### config.mk
export PLATFORM = sky130hd
export DESIGN_NAME = task_timing_stats_table_unit
export DESIGN_NICKNAME = d
export VERILOG_FILES = /design/src/rtl/ttst_pkg.sv /design/src/rtl/ttst_front.sv /design/src/rtl/ttst_queue.sv /design/src/rtl/ttst_back.sv /design/src/rtl/task_timing_stats_table_unit.sv
export VERILOG_INCLUDE_DIRS = /design/src /design/src/rtl
export SDC_FILE = /design/constraint.sdc
export NUM_CORES = 2
export LEC_CHECK = 0
export ABC_AREA = 1
export ABC_CLOCK_PERIOD_IN_PS = 24900
export BUFFER_PORTS_ARGS = -buffer_cell sky130_fd_sc_hd__clkbuf_2
export CAP_MARGIN = 20
export CORE_MARGIN = 4
export CORE_UTILIZATION = 56
export DETAILED_ROUTE_END_ITERATION = 12
export GPL_ROUTABILITY_DRIVEN = 0
export GPL_TIMING_DRIVEN = 0
export PLACE_DENSITY_LB_ADDON = 0.08
export RECOVER_POWER = 25
export SLEW_MARGIN = 20
export SYNTH_ARGS = -nofsm -noshare
export SYNTH_HDL_FRONTEND = slang
export SYNTH_SLANG_ARGS = --single-unit
### constraint.sdc
create_clock -name i_clk -period 24.9 [get_ports i_clk]
set_input_delay 1.245 -clock i_clk [delete_from_list [all_inputs] [get_ports i_clk]]
set_output_delay 1.245 -clock i_clk [all_outputs]
set_load 0.02 [all_outputs]
### src/rtl/task_timing_stats_table_unit_defines.svh
// Assertion macros for the back end of the task timing stats table RTL.
`ifndef TASK_TIMING_STATS_TABLE_UNIT_DEFINES_SVH
`define TASK_TIMING_STATS_TABLE_UNIT_DEFINES_SVH

// Same-cycle implication, disabled while reset is asserted.
`define TTST_ASSERT_IMPL(label, clk, rst_n, ante, cons, msg) \
    label: assert property (@(posedge clk) disable iff (!rst_n) (ante) |-> (cons)) \
        else $error(msg);

// Next-cycle implication, disabled while reset is asserted.
`define TTST_ASSERT_NEXT(label, clk, rst_n, ante, cons, msg) \
    label: assert property (@(posedge clk) disable iff (!rst_n) (ante) |=> (cons)) \
        else $error(msg);

`endif

### src/rtl/ttst_pkg.sv
// Types and fixed constants of the task timing stats table.
package ttst_pkg;

    // Fixed field widths of the item and result ports
    localparam int TIME_W   = 64;
    localparam int TAG_W    = 16;
    localparam int MEAS_W   = 32;
    localparam int CPU_W    = 2;
    localparam int TASK_W   = 3;
    localparam int HSLOT_W  = 4;
    localparam int CCOUNT_W = 4;
    localparam int TCOUNT_W = 6;

    // Depth of the job queue between front and back
    localparam int QUEUE_DEPTH = 2;

    localparam logic [MEAS_W-1:0] MEAS_MAX = '1;

    typedef enum logic [1:0] {
        KIND_REGISTER = 2'd0,
        KIND_DELETE   = 2'd1,
        KIND_JITTER   = 2'd2,
        KIND_RUNTIME  = 2'd3
    } t_kind;

    typedef enum logic [1:0] {
        STATUS_OK              = 2'd0,
        STATUS_PERIOD_CONFLICT = 2'd1,
        STATUS_SLOT_OCCUPIED   = 2'd2
    } t_status;

    typedef enum logic [1:0] {
        ST_CLEAR,
        ST_IDLE,
        ST_EXEC
    } t_back_state;

    // Classified event as it travels through the queue
    typedef struct packed {
        t_kind              kind;
        logic [CPU_W-1:0]   cpu;
        logic [TASK_W-1:0]  task_req;
        logic               in_range;
        logic [TIME_W-1:0]  period;
        logic [TAG_W-1:0]   name_tag;
        logic [TIME_W-1:0]  diff;
    } t_job;

    // Back-end status seen by the front end
    typedef struct packed {
        logic clearing;
    } t_back_status;

endpackage

### src/rtl/ttst_front.sv
// Front end: accepts events, checks the index range and forms the time difference.
module ttst_front import ttst_pkg::*; #(
    parameter int CPU_COUNT     = 4,
    parameter int TASKS_PER_CPU = 8
) (
    input  logic                push,
    output logic                full,
    input  logic [1:0]          i_kind,
    input  logic [CPU_W-1:0]    i_cpu,
    input  logic [TASK_W-1:0]   i_task_req,
    input  logic [TIME_W-1:0]   i_period,
    input  logic [TAG_W-1:0]    i_name_tag,
    input  logic [TIME_W-1:0]   i_time_first,
    input  logic [TIME_W-1:0]   i_time_second,
    input  logic                i_q_full,
    input  t_back_status        i_back,
    output logic                o_q_push,
    output t_job                o_job
);

    logic [TIME_W-1:0] gap;

    // Hold off input while the queue is full or the slot memory is being cleared
    assign full     = i_q_full | i_back.clearing;
    assign o_q_push = push & ~full;

    // Classify and precompute the difference used by the back end
    always_comb begin
        gap            = i_time_second - i_time_first;
        o_job.kind     = t_kind'(i_kind);
        o_job.cpu      = i_cpu;
        o_job.task_req = i_task_req;
        o_job.in_range = (int'(i_cpu) < CPU_COUNT) && (int'(i_task_req) < TASKS_PER_CPU);
        o_job.period   = i_period;
        o_job.name_tag = i_name_tag;
        if (t_kind'(i_kind) == KIND_JITTER) begin
            o_job.diff = gap - i_period;
        end else begin
            o_job.diff = gap;
        end
    end

endmodule

### src/rtl/ttst_queue.sv
// Short job queue that decouples the front end from the back end.
module ttst_queue import ttst_pkg::*; (
    input  logic i_clk,
    input  logic i_rst_n,
    input  logic i_push,
    input  t_job i_job,
    output logic o_full,
    input  logic i_pop,
    output logic o_empty,
    output t_job o_job
);

    localparam int PTR_W = (QUEUE_DEPTH > 1) ? $clog2(QUEUE_DEPTH) : 1;
    localparam int CNT_W = $clog2(QUEUE_DEPTH + 1);

    t_job             r_slots [QUEUE_DEPTH];
    logic [PTR_W-1:0] r_wp;
    logic [PTR_W-1:0] r_rp;
    logic [CNT_W-1:0] r_cnt;

    logic do_push;
    logic do_pop;

    assign o_full  = (int'(r_cnt) == QUEUE_DEPTH);
    assign o_empty = (r_cnt == '0);
    assign o_job   = r_slots[r_rp];
    assign do_push = i_push & ~o_full;
    assign do_pop  = i_pop & ~o_empty;

    // Pointers and fill count
    always_ff @(posedge i_clk) begin
        if (!i_rst_n) begin
            r_wp  <= '0;
            r_rp  <= '0;
            r_cnt <= '0;
        end else begin
            if (do_push) begin
                r_wp <= (int'(r_wp) == QUEUE_DEPTH - 1) ? '0 : r_wp + PTR_W'(1);
            end
            if (do_pop) begin
                r_rp <= (int'(r_rp) == QUEUE_DEPTH - 1) ? '0 : r_rp + PTR_W'(1);
            end
            case ({do_push, do_pop})
                2'b10:   r_cnt <= r_cnt + CNT_W'(1);
                2'b01:   r_cnt <= r_cnt - CNT_W'(1);
                default: r_cnt <= r_cnt;
            endcase
        end
    end

    // Entry storage
    always_ff @(posedge i_clk) begin
        if (do_push) begin
            r_slots[r_wp] <= i_job;
        end
    end

endmodule

### src/rtl/ttst_back.sv
// Back end: slot memory, per-CPU state, history rings and the result register.
`include "task_timing_stats_table_unit_defines.svh"
module ttst_back import ttst_pkg::*; #(
    parameter int CPU_COUNT     = 4,
    parameter int TASKS_PER_CPU = 8,
    parameter int HISTORY_DEPTH = 16
) (
    input  logic                  i_clk,
    input  logic                  i_rst_n,
    input  logic                  i_q_empty,
    input  t_job                  i_q_job,
    output logic                  o_q_pop,
    output t_back_status          o_back,
    output logic                  empty,
    input  logic                  pop,
    output logic [1:0]            o_status,
    output logic [MEAS_W-1:0]     o_measured,
    output logic [HSLOT_W-1:0]    o_history_slot,
    output logic [CCOUNT_W-1:0]   o_cpu_task_count,
    output logic [TCOUNT_W-1:0]   o_total_task_count
);

    localparam int SLOT_TOTAL = CPU_COUNT * TASKS_PER_CPU;
    localparam int SIW        = (SLOT_TOTAL > 1) ? $clog2(SLOT_TOTAL) : 1;
    localparam int CIW        = (CPU_COUNT > 1) ? $clog2(CPU_COUNT) : 1;
    localparam int PW         = $clog2(HISTORY_DEPTH);
    localparam int HIST_TOTAL = SLOT_TOTAL * HISTORY_DEPTH;
    localparam int HAW        = $clog2(HIST_TOTAL);
    localparam int CCW        = $clog2(TASKS_PER_CPU + 1);
    localparam int TCW        = $clog2(SLOT_TOTAL + 1);

    typedef struct packed {
        logic [TAG_W-1:0] tag;
        logic [PW-1:0]    jpos;
        logic [PW-1:0]    rpos;
    } t_slot_word;

    // Control state
    t_back_state       r_state;
    t_back_state       n_state;
    logic [SIW-1:0]    r_clr_addr;

    // Job being executed and its slot word
    t_job              r_job;
    logic [SIW-1:0]    r_slot;
    t_slot_word        r_rd_word;

    // Per-CPU and global state
    logic [TIME_W-1:0] r_cpu_period [CPU_COUNT];
    logic [CCW-1:0]    r_cpu_count  [CPU_COUNT];
    logic [TCW-1:0]    r_total;

    // Memories
    t_slot_word        r_slot_mem [SLOT_TOTAL];
    logic [MEAS_W-1:0] r_jit_mem  [HIST_TOTAL];
    logic [MEAS_W-1:0] r_run_mem  [HIST_TOTAL];

    // Result register
    logic                r_out_valid;
    t_status             r_out_status;
    logic [MEAS_W-1:0]   r_out_measured;
    logic [HSLOT_W-1:0]  r_out_hslot;
    logic [CCOUNT_W-1:0] r_out_ccount;
    logic [TCOUNT_W-1:0] r_out_total;

    // Sequencer decode
    logic clear_we;
    logic issue;
    logic commit;
    logic out_free;

    // Execution datapath
    logic [SIW-1:0]    q_slot;
    logic [CIW-1:0]    cidx;
    logic [TIME_W-1:0] period_cur;
    logic [CCW-1:0]    cnt_cur;
    logic [TIME_W-1:0] mag;
    logic [MEAS_W-1:0] sat_mag;
    logic [MEAS_W-1:0] sat_diff;
    logic [PW-1:0]     pos;
    t_status           n_status;
    logic [MEAS_W-1:0] n_measured;
    logic [PW-1:0]     n_hpos;
    logic [CCW-1:0]    n_cnt;
    logic [TCW-1:0]    n_total;
    logic [TIME_W-1:0] n_period;
    t_slot_word        n_word;
    logic              slot_we;
    logic              jit_we;
    logic              run_we;
    logic [HAW-1:0]    hist_addr;

    assign out_free = ~r_out_valid | pop;

    // Next state
    always_comb begin
        n_state = r_state;
        unique case (r_state)
            ST_CLEAR: begin
                if (r_clr_addr == SIW'(SLOT_TOTAL - 1)) begin
                    n_state = ST_IDLE;
                end
            end
            ST_IDLE: begin
                if (!i_q_empty) begin
                    n_state = ST_EXEC;
                end
            end
            ST_EXEC: begin
                if (out_free) begin
                    n_state = ST_IDLE;
                end
            end
            default: n_state = ST_IDLE;
        endcase
    end

    // State outputs
    always_comb begin
        clear_we = 1'b0;
        issue    = 1'b0;
        commit   = 1'b0;
        unique case (r_state)
            ST_CLEAR: clear_we = 1'b1;
            ST_IDLE:  issue    = ~i_q_empty;
            ST_EXEC:  commit   = out_free;
            default: begin
                clear_we = 1'b0;
            end
        endcase
    end

    assign o_q_pop         = issue;
    assign o_back.clearing = (r_state == ST_CLEAR);

    // Slot address of the job at the queue head
    assign q_slot = i_q_job.in_range
        ? SIW'(int'(i_q_job.cpu) * TASKS_PER_CPU + int'(i_q_job.task_req)) : '0;

    // Update of the addressed slot and CPU
    always_comb begin
        cidx       = CIW'(r_job.cpu);
        period_cur = r_cpu_period[cidx];
        cnt_cur    = r_cpu_count[cidx];
        mag        = r_job.diff[TIME_W-1] ? (~r_job.diff + TIME_W'(1)) : r_job.diff;
        sat_mag    = (|mag[TIME_W-1:MEAS_W]) ? MEAS_MAX : mag[MEAS_W-1:0];
        sat_diff   = (|r_job.diff[TIME_W-1:MEAS_W]) ? MEAS_MAX : r_job.diff[MEAS_W-1:0];
        pos        = '0;
        n_status   = STATUS_OK;
        n_measured = '0;
        n_hpos     = '0;
        n_cnt      = cnt_cur;
        n_total    = r_total;
        n_period   = period_cur;
        n_word     = r_rd_word;
        slot_we    = 1'b0;
        jit_we     = 1'b0;
        run_we     = 1'b0;
        if (r_job.in_range) begin
            unique case (r_job.kind)
                KIND_REGISTER: begin
                    if (period_cur != '0 && period_cur != r_job.period) begin
                        n_status = STATUS_PERIOD_CONFLICT;
                    end else if (r_rd_word.tag != '0) begin
                        n_status = STATUS_SLOT_OCCUPIED;
                    end else begin
                        n_period   = r_job.period;
                        n_word.tag = r_job.name_tag;
                        slot_we    = 1'b1;
                        if (int'(r_total) < SLOT_TOTAL) begin
                            n_total = r_total + TCW'(1);
                        end
                        if (int'(cnt_cur) < TASKS_PER_CPU) begin
                            n_cnt = cnt_cur + CCW'(1);
                        end
                    end
                end
                KIND_DELETE: begin
                    if (r_total != '0) begin
                        n_total = r_total - TCW'(1);
                    end
                    if (cnt_cur != '0) begin
                        n_cnt = cnt_cur - CCW'(1);
                    end
                    if (n_cnt == '0) begin
                        n_period = '0;
                    end
                    n_word.tag = '0;
                    slot_we    = 1'b1;
                end
                KIND_JITTER: begin
                    pos         = (int'(r_rd_word.jpos) >= HISTORY_DEPTH) ? '0 : r_rd_word.jpos;
                    n_word.jpos = (int'(pos) + 1 >= HISTORY_DEPTH) ? '0 : pos + PW'(1);
                    n_measured  = sat_mag;
                    n_hpos      = pos;
                    slot_we     = 1'b1;
                    jit_we      = 1'b1;
                end
                KIND_RUNTIME: begin
                    pos         = (int'(r_rd_word.rpos) >= HISTORY_DEPTH) ? '0 : r_rd_word.rpos;
                    n_word.rpos = (int'(pos) + 1 >= HISTORY_DEPTH) ? '0 : pos + PW'(1);
                    n_measured  = sat_diff;
                    n_hpos      = pos;
                    slot_we     = 1'b1;
                    run_we      = 1'b1;
                end
                default: begin
                    slot_we = 1'b0;
                end
            endcase
        end
        hist_addr = HAW'(int'(r_slot) * HISTORY_DEPTH + int'(pos));
    end

    // Control registers, per-CPU state and totals
    always_ff @(posedge i_clk) begin
        if (!i_rst_n) begin
            r_state     <= ST_CLEAR;
            r_clr_addr  <= '0;
            r_total     <= '0;
            r_out_valid <= 1'b0;
            for (int i = 0; i < CPU_COUNT; i++) begin
                r_cpu_period[i] <= '0;
                r_cpu_count[i]  <= '0;
            end
        end else begin
            r_state <= n_state;
            if (clear_we) begin
                r_clr_addr <= r_clr_addr + SIW'(1);
            end
            if (commit && r_job.in_range) begin
                r_total            <= n_total;
                r_cpu_count[cidx]  <= n_cnt;
                r_cpu_period[cidx] <= n_period;
            end
            if (commit) begin
                r_out_valid <= 1'b1;
            end else if (pop) begin
                r_out_valid <= 1'b0;
            end
        end
    end

    // Job capture and result payload
    always_ff @(posedge i_clk) begin
        if (issue) begin
            r_job  <= i_q_job;
            r_slot <= q_slot;
        end
        if (commit) begin
            r_out_status   <= n_status;
            r_out_measured <= n_measured;
            r_out_hslot    <= HSLOT_W'(n_hpos);
            r_out_ccount   <= r_job.in_range ? CCOUNT_W'(n_cnt) : '0;
            r_out_total    <= TCOUNT_W'(n_total);
        end
    end

    // Slot memory: clearing pass, read on issue, write on commit
    always_ff @(posedge i_clk) begin
        if (clear_we) begin
            r_slot_mem[r_clr_addr] <= '0;
        end else if (commit && slot_we) begin
            r_slot_mem[r_slot] <= n_word;
        end
        if (issue) begin
            r_rd_word <= r_slot_mem[q_slot];
        end
    end

    // History rings
    always_ff @(posedge i_clk) begin
        if (commit && jit_we) begin
            r_jit_mem[hist_addr] <= n_measured;
        end
        if (commit && run_we) begin
            r_run_mem[hist_addr] <= n_measured;
        end
    end

    assign empty              = ~r_out_valid;
    assign o_status           = r_out_status;
    assign o_measured         = r_out_measured;
    assign o_history_slot     = r_out_hslot;
    assign o_cpu_task_count   = r_out_ccount;
    assign o_total_task_count = r_out_total;

    // Checks
    `TTST_ASSERT_IMPL(a_commit_room, i_clk, i_rst_n, commit, !r_out_valid || pop, "result overwritten before transfer")
    `TTST_ASSERT_NEXT(a_commit_shows, i_clk, i_rst_n, commit, r_out_valid, "committed result not presented")
    `TTST_ASSERT_IMPL(a_clear_quiet, i_clk, i_rst_n, r_state == ST_CLEAR, !o_q_pop && !r_out_valid, "job activity during clearing pass")
    `TTST_ASSERT_IMPL(a_total_bound, i_clk, i_rst_n, 1'b1, int'(r_total) <= SLOT_TOTAL, "total task count above slot total")

endmodule

### src/rtl/task_timing_stats_table_unit.sv
// Top level of the task timing stats table unit.
// Events (register, delete, jitter record, run time record) enter through a
// queue-style input and yield one result each, in order, through a queue-style
// output. The front end checks the index range and forms the time difference;
// a two-entry job queue feeds the back end, which handles each event in an idle
// state that reads the slot word from the slot memory and then an execute state
// that updates the slot, the per-CPU period and counts, and the history ring,
// and loads the result register. This slot memory read-modify-write limits the
// sustained rate: the back end takes no new event from the queue until the
// previous one has loaded the result register, and the execute state waits
// while the result register still holds an untaken result. After reset a
// clearing pass over all CPU_COUNT*TASKS_PER_CPU slot words empties the slot
// memory, with full held high throughout.
module task_timing_stats_table_unit import ttst_pkg::*; #(
    parameter int CPU_COUNT     = 4,
    parameter int TASKS_PER_CPU = 8,
    parameter int HISTORY_DEPTH = 16
) (
    input  logic                i_clk,
    input  logic                i_rst_n,
    input  logic                push,
    output logic                full,
    input  logic [1:0]          i_kind,
    input  logic [CPU_W-1:0]    i_cpu,
    input  logic [TASK_W-1:0]   i_task_req,
    input  logic [TIME_W-1:0]   i_period,
    input  logic [TAG_W-1:0]    i_name_tag,
    input  logic [TIME_W-1:0]   i_time_first,
    input  logic [TIME_W-1:0]   i_time_second,
    output logic                empty,
    input  logic                pop,
    output logic [1:0]          o_status,
    output logic [MEAS_W-1:0]   o_measured,
    output logic [HSLOT_W-1:0]  o_history_slot,
    output logic [CCOUNT_W-1:0] o_cpu_task_count,
    output logic [TCOUNT_W-1:0] o_total_task_count
);

    logic         q_push;
    logic         q_full;
    logic         q_pop;
    logic         q_empty;
    t_job         front_job;
    t_job         head_job;
    t_back_status back_status;

    // Front end
    ttst_front #(
        .CPU_COUNT     (CPU_COUNT),
        .TASKS_PER_CPU (TASKS_PER_CPU)
    ) u_front (
        .push          (push),
        .full          (full),
        .i_kind        (i_kind),
        .i_cpu         (i_cpu),
        .i_task_req    (i_task_req),
        .i_period      (i_period),
        .i_name_tag    (i_name_tag),
        .i_time_first  (i_time_first),
        .i_time_second (i_time_second),
        .i_q_full      (q_full),
        .i_back        (back_status),
        .o_q_push      (q_push),
        .o_job         (front_job)
    );

    // Job queue
    ttst_queue u_queue (
        .i_clk   (i_clk),
        .i_rst_n (i_rst_n),
        .i_push  (q_push),
        .i_job   (front_job),
        .o_full  (q_full),
        .i_pop   (q_pop),
        .o_empty (q_empty),
        .o_job   (head_job)
    );

    // Back end
    ttst_back #(
        .CPU_COUNT     (CPU_COUNT),
        .TASKS_PER_CPU (TASKS_PER_CPU),
        .HISTORY_DEPTH (HISTORY_DEPTH)
    ) u_back (
        .i_clk              (i_clk),
        .i_rst_n            (i_rst_n),
        .i_q_empty          (q_empty),
        .i_q_job            (head_job),
        .o_q_pop            (q_pop),
        .o_back             (back_status),
        .empty              (empty),
        .pop                (pop),
        .o_status           (o_status),
        .o_measured         (o_measured),
        .o_history_slot     (o_history_slot),
        .o_cpu_task_count   (o_cpu_task_count),
        .o_total_task_count (o_total_task_count)
    );

endmodule

**Yosys cells after proc, flatten, opt, wreduce, memory -nomap -nowiden**

Memory sizes are Yosys's and may differ from the RTL's. A register that Yosys moved wholly into a read port is not among the register bits.
Index checks and enable logic that the tools add are counted.

- Word-level logic and storage cells: 169
- RAM bits: 1342
- Input bits: 219
- Register bits: 220
- Output and inout bits: 50
- Memories kept: 4

Memories:

| memory | depth | bits a word | rd ports | clocked after memory_dff | write ports | RTL line | text |
|---|---|---|---|---|---|---|---|
| u_back.r_slot_mem | 32 | 24 | 1 | 1 | 1 | ttst_back.sv:54 | `t_slot_word r_slot_mem [SLOT_TOTAL];` |
| u_queue.r_slots | 2 | 151 | 1 | 1 | 1 | ttst_queue.sv:16 | `t_job r_slots [QUEUE_DEPTH];` |
| u_back.r_cpu_period | 4 | 64 | 1 | 1 | 4 | ttst_back.sv:49 | `logic [TIME_W-1:0] r_cpu_period [CPU_COUNT];` |
| u_back.r_cpu_count | 4 | 4 | 1 | 1 | 4 | ttst_back.sv:50 | `logic [CCW-1:0] r_cpu_count [CPU_COUNT];` |

- $add $sub $neg: 17
- $lt $le $gt $ge: 4
- Multiplexer cells: 76
- Equality and inequality tests: 14
- Reduce and logical (&&, ||, !) cells: 22
- Bitwise logic cells: 12

Operators by type and width:

| operator | number |
|---|---|
| $mux W64 | 7 |
| $pmux W64 S2 | 1 |
| $sub A64 B64 Y64 | 2 |
| $add A64 B1 Y64 const B | 1 |
| $ge A32 B6 Y1 const B | 2 |
| $mux W32 | 2 |
| $ne A64 B64 Y1 | 1 |
| $not A64 Y64 | 1 |
| $pmux W32 S2 | 1 |
| $reduce_bool A64 Y1 | 1 |
| $reduce_or A32 Y1 | 2 |
| $reduce_or A64 Y1 | 1 |
| $mux W24 | 2 |
| $mux W4 | 12 |
| $mux W16 | 2 |
| $pmux W16 S2 | 1 |
| $mux W6 | 5 |
| $mux W1 | 27 |
| $reduce_or A24 Y1 | 1 |
| $mux W2 | 8 |
| $pmux W4 S2 | 2 |
| $reduce_bool A16 Y1 | 1 |
| $add A4 B1 Y4 const B | 3 |
| $eq A2 B2 Y1 const B | 6 |
| 33 further kinds | 53 |

**Depth between registers and ports, before layout**

- Depth after elaboration: 11
- Mapped depth: 34
- Gate-level depth less buffers: 34

**Cells and area by module**

A second synthesis with hierarchy kept.

- Cell total of the unflattened synthesis: 8292
- Area, all modules: 80488.4 um2

Modules (own cells, without submodules):

| module | area each (um2) | cells each | seq. area each (um2) | instances |
|---|---|---|---|---|
| ttst_back | 56885.8 | 5354 | 38336.8 | 1 |
| ttst_front | 12067.8 | 2425 | 0.0 | 1 |
| ttst_queue | 11534.8 | 513 | 9228.9 | 1 |

**Least setup slack after synthesis**

OpenSTA, ideal clock, no wires.

- Kind: register to register
- Start point: reg u_back.r_state[0]
- End point: reg u_queue.r_cnt[1]
- Path buffers: 0
- Cell stages (with the launch flop): 11
- Arrival time: 9493 ps
- Library setup time: 70 ps
- Required time: 24830 ps
- Setup slack: 15337 ps
- Period minus slack after synthesis: 9563 ps
- Cell sequence: dfxtp_1 > inv_1 > nor2_1 > inv_1 > nor2_1 > ha_1 > inv_1 > nand2_1 > nor2_1 > o21ai_0 > a21oi_1

- Elaborated cells on any way between the ends: 12
- Those cells by class: 3 x eq/ne; 2 x mux; 5 x bitwise; 2 x reduce/logical

RTL lines:

| what | RTL line | text |
|---|---|---|
| start: declaration | ttst_back.sv:39 | `t_back_state r_state;` |
| start signal: assignment | ttst_back.sv:227 | `r_state <= n_state;` |
| $eq A2 B1 Y1 (*) | ttst_back.sv:123 | `unique case (r_state)` |
| $mux W1 (*) | ttst_back.sv:123 |  |
| net q_pop | task_timing_stats_table_unit.sv:41 | `logic q_pop;` |
| $and A1 B1 Y1 (*) | ttst_queue.sv:28 | `assign do_pop = i_pop & ~o_empty;` |
| $eq A2 B1 Y1 / $eq A2 B2 Y1 (equally long branches) | ttst_queue.sv:43 | `case ({do_push, do_pop})` |
| $pmux W2 S2 / $reduce_bool A2 Y1 (equally long branches) | - |  |
| end signal: assignment | ttst_queue.sv:44 | `2'b10: r_cnt <= r_cnt + CNT_W'(1);` |
| end signal: assignment | ttst_queue.sv:45 | `2'b01: r_cnt <= r_cnt - CNT_W'(1);` |
| end signal: assignment | ttst_queue.sv:46 | `default: r_cnt <= r_cnt;` |
| end: declaration | ttst_queue.sv:19 | `logic [CNT_W-1:0] r_cnt;` |

The timed path passes the listed nets; every way through them passes the cells marked *.
A chain may end at the register's enable or synchronous reset.

==> impl_results.md <==
* Status: finished with violations
* Violated checks: max-capacitance violations, max-slew violations
* Tmin final at approximately 6.1 ns
* Main synth FF type: edfxtp_1
* Syn Nets at around 8200
* CTS tree: done
* Crit path from: pop
* Worst hold slack at ~0.5 ns
* Vias per inst at around 6.2
* DR vias at 63900
* DRC at 0
* Final Max Tran Viols at 159
* Seq cells post-synth at 1586
* Tightest Hold Check Type: flip-flop to flip-flop
* Post-CTS Setup Inserts at 0
* Number of global-route vias before repair at 60070
* DR WL/cell at 25.77 um
* Die width at about 380 um
* Top cell by count, worst path: buf_4
* Total power draw at 6.235 mW
* Final ANT Viol Nets at 0
* Synth Instances at 7885
* Critical Path Start Type: input port
* Critical R2R Capture: u_back.r_job[2]$_DFFE_PP_
* Rows at 135
* Slowest CP cell: clkbuf_1
* Worst VDD drop at 0.06720 mV
* Adder-cell area share of the yosys netlist at 0.02276
* Clock Skews at 0.04951 ns
* Simple-gate area share of the yosys netlist at 0.1948
* Die area at between 100000 and 150000 sq um
* Register-to-Register Path Depth at 8
* CP max stage delay at roughly 1.9 ns
* Final wirelength at ~270000 um
* Fin Setup TNS at 0 ns
* Critical path cell sequence: clkbuf_2 -> nor2_1 -> inv_1 -> nand2_1 -> clkinvlp_2 -> clkbuf_1 -> nor2_1 -> nor3_2 -> buf_4 -> buf_4 -> buf_4 -> buf_6
* Setup WS post-layout at ~19 ns
* EDFF count, synth at 1565
* CP Max Fanout at 37
* Synth Area in Compound Gates at 0.1023
* Layout cells sized above 1 at 0.07042
* Post-synth design cell area at between 70000 and 80000 sq um
* Flop2flop setup slack at 18.96 ns
* Worst path arrival time at about 6.6 ns
* GRT Total Usage at 0.3668
* Required time worst endpoint at ~25 ns
* FF-to-FF Start: u_back.r_state[0]$_SDFFE_PN0P_
* Core ar. at between 100000 and 150000 sq um
* Relative slew margins at -0.7934
* Port-buffer cells at 268
* CTS Buf Count at 161
* Max-Cap Viols at 6
* Worst-path clk slew at roughly 0.06 ns
* Starting Density at 0.5660
* Kind of critical path: input port to flip-flop
* CTS H-tree lvls at 4
* Main combinational cell family by area after synthesis: simple AND/OR/NAND/NOR gates
* Post-synth cell types at 56
* Final HPWL DP at between 150000 and 200000 um
* Setup crit end kind: flip-flop
* Nets at around 8800
* Period utilisation layout at 0.2430
* Clock Path Buffers at 3
* # hold bufs at CTS at 0
* Pleak at between 30 and 40 nW
* Mux cell area share after synthesis at 0.0001299
* Clock sinks at around 1600
* Final setup violation count at 0
* Clock root buffer: clkbuf_16
* RSZ-0062 raised after global routing: false
* Register area share after synthesis at 0.6153
* DRT iter0 DRCs at a little over 9000
* Worst-margin pin slew at 2.690 ns
* Cts repair resizes at 0
* Die Span Y at ~380 um
* Skew-Pair Late Insertion Delay at roughly 0.83 ns
* Top Ports at 269
* Post-Synth XOR/XNOR Area at 0.01478
* DR pass1 iterations at 7
* Final core utilization at 0.6465
* Maximum clock rate at roughly 170 MHz
* PD cells at 70.83 nW/um^2
* Async SR Flop Fraction at 0
* Avg Inst Size Synth at approximately 9.8 sq um
* First-pass GRT wire length at 383400 um
* Final Hold Vio Count at 0
* Layout area overhead at 14.22%
* GR Overflow Total at 0
* Syn. warnings at 0
* Initial antenna violation count at 27
* DP Worst Slack at 18.74 ns
* Critical Path End: u_back.r_cpu_period[3][20]$_DFFE_PP_
* Largest net degree at the start of global routing at 44
==> Yosys cell counts (all sizes together) (52+ instances only) <==
cell	number	area (sq um)
o221ai	143	1252
clkbuf	292	1096
o21ai	677	3388
nand4	52	325.3
nand3	494	2472
buf	72	380.4
xor2	98	858.3
nor2	1050	3944
a31oi	69	431.7
a21oi	287	1440
inv	630	2365
nand3b	72	540.5
o22ai	53	331.6
ha	137	1714
edfxtp	1565	47000
nand2	1897	7126
==> stage by stage <==
| step | cells | area, sq um |
|---|---|---|
| finish | 10350 | 88020 |
| global route | 10350 | 88000 |
| CTS | 10330 | 88500 |
| detailed placement | 10030 | 83230 |
| global placement | 9934 | 80630 |
| floorplan | 7885 | 77060 |
==> worst min path at each step <==
stage | from | to | slack (ns) | cells after the start
finish | u_queue.r_rp$_SDFFE_PN0P_ | flip-flop | 0.49 | 1
global route | u_queue.r_rp$_SDFFE_PN0P_ | u_queue.r_rp$_SDFFE_PN0P_ | 0.50 | 1
CTS | u_queue.r_rp$_SDFFE_PN0P_ | flip-flop | 0.49 | 1
detailed placement | u_queue.r_rp$_SDFFE_PN0P_ | flip-flop | 0.46 | 1
global placement | u_queue.r_rp$_SDFFE_PN0P_ | flip-flop | 0.43 | 1
floorplan | u_queue.r_rp$_SDFFE_PN0P_ | flip-flop | 0.43 | 1
==> sequential cells by signal, summed over array words and instances (netlist names), 6 cells and up, named ones only <==
register,count
u_back.r_slot_mem,768
u_queue.r_slots,302
u_back.r_cpu_period,256
u_back.r_job,146
u_back.o_measured,32
u_back.r_rd_word,24
u_back.r_cpu_count,16
u_back.o_total_task_count,6
u_back.r_total,6
==> layout by cell type, fill, tap and decap left out, drive strengths merged, types with 11 or more instances in the layout <==
master,count
nand2,1897
edfxtp,1565
nor2,1050
clkbuf,785
o21ai,677
inv,633
nand3,494
a21oi,287
buf,151
o221ai,143
ha,137
xor2,98
clkinv,74
nand3b,72
a31oi,69
o22ai,53
nand4,52
o211ai,43
nor3,40
xnor2,32
or2,29
o21bai,28
diode,21
dfxtp,21
nor4,19
a21o,18
bufinv,11
==> cells by family after synthesis <==
kind of cell	Yosys count
muxes	1
buffers and inverters	996
adders and majority gates	139
and+or+nand+nor	3669
DFF	1586
xor gates and xnor gates	130
AOI/OAI and AO/OA	1364
==> per-layer routing <==
| metal | part of all wire | GRT usage | wire, um | vias to the layer above |
|---|---|---|---|---|
| met3 | 0.13 | 0.09133 | 34540 | 917 |
| met2 | 0.44 | 0.5582 | 117700 | 4453 |
| met4 | 0.063 | 0.2021 | 16800 | 4 |
| met1 | 0.37 | 0.4856 | 97670 | 30120 |
| met5 | 0.000086 | 0 | 23 | - |
| li1 | - | - | - | 28400 |
==> critical path: cells and delay by family <==
family	cells	cell delay (ns)
buffers and inverters	8	3.42
and+or+nand+nor	4	1.85
==> power breakdown <==
part	leakage [nW]	switching, mW	internal (mW)	total [mW]
logic	15.7	0.579	0.232	0.811
registers	14.6	0.0189	3.00	3.02
clock network	2.55	1.06	1.34	2.40
==> layout make-up <==
cell class,instances,area [sq um]
well taps,1781,2228
diodes,21,52.55
repair buffers,366,2878
plain buffers,364,1478
clock buffers,206,4259
fillers,10880,48130
multi-input cells,5303,26320
flip-flops and latches,1586,47420
clock inverters,92,1011
inverters,632,2374
Note: power is estimated with default switching activity, not from simulation.
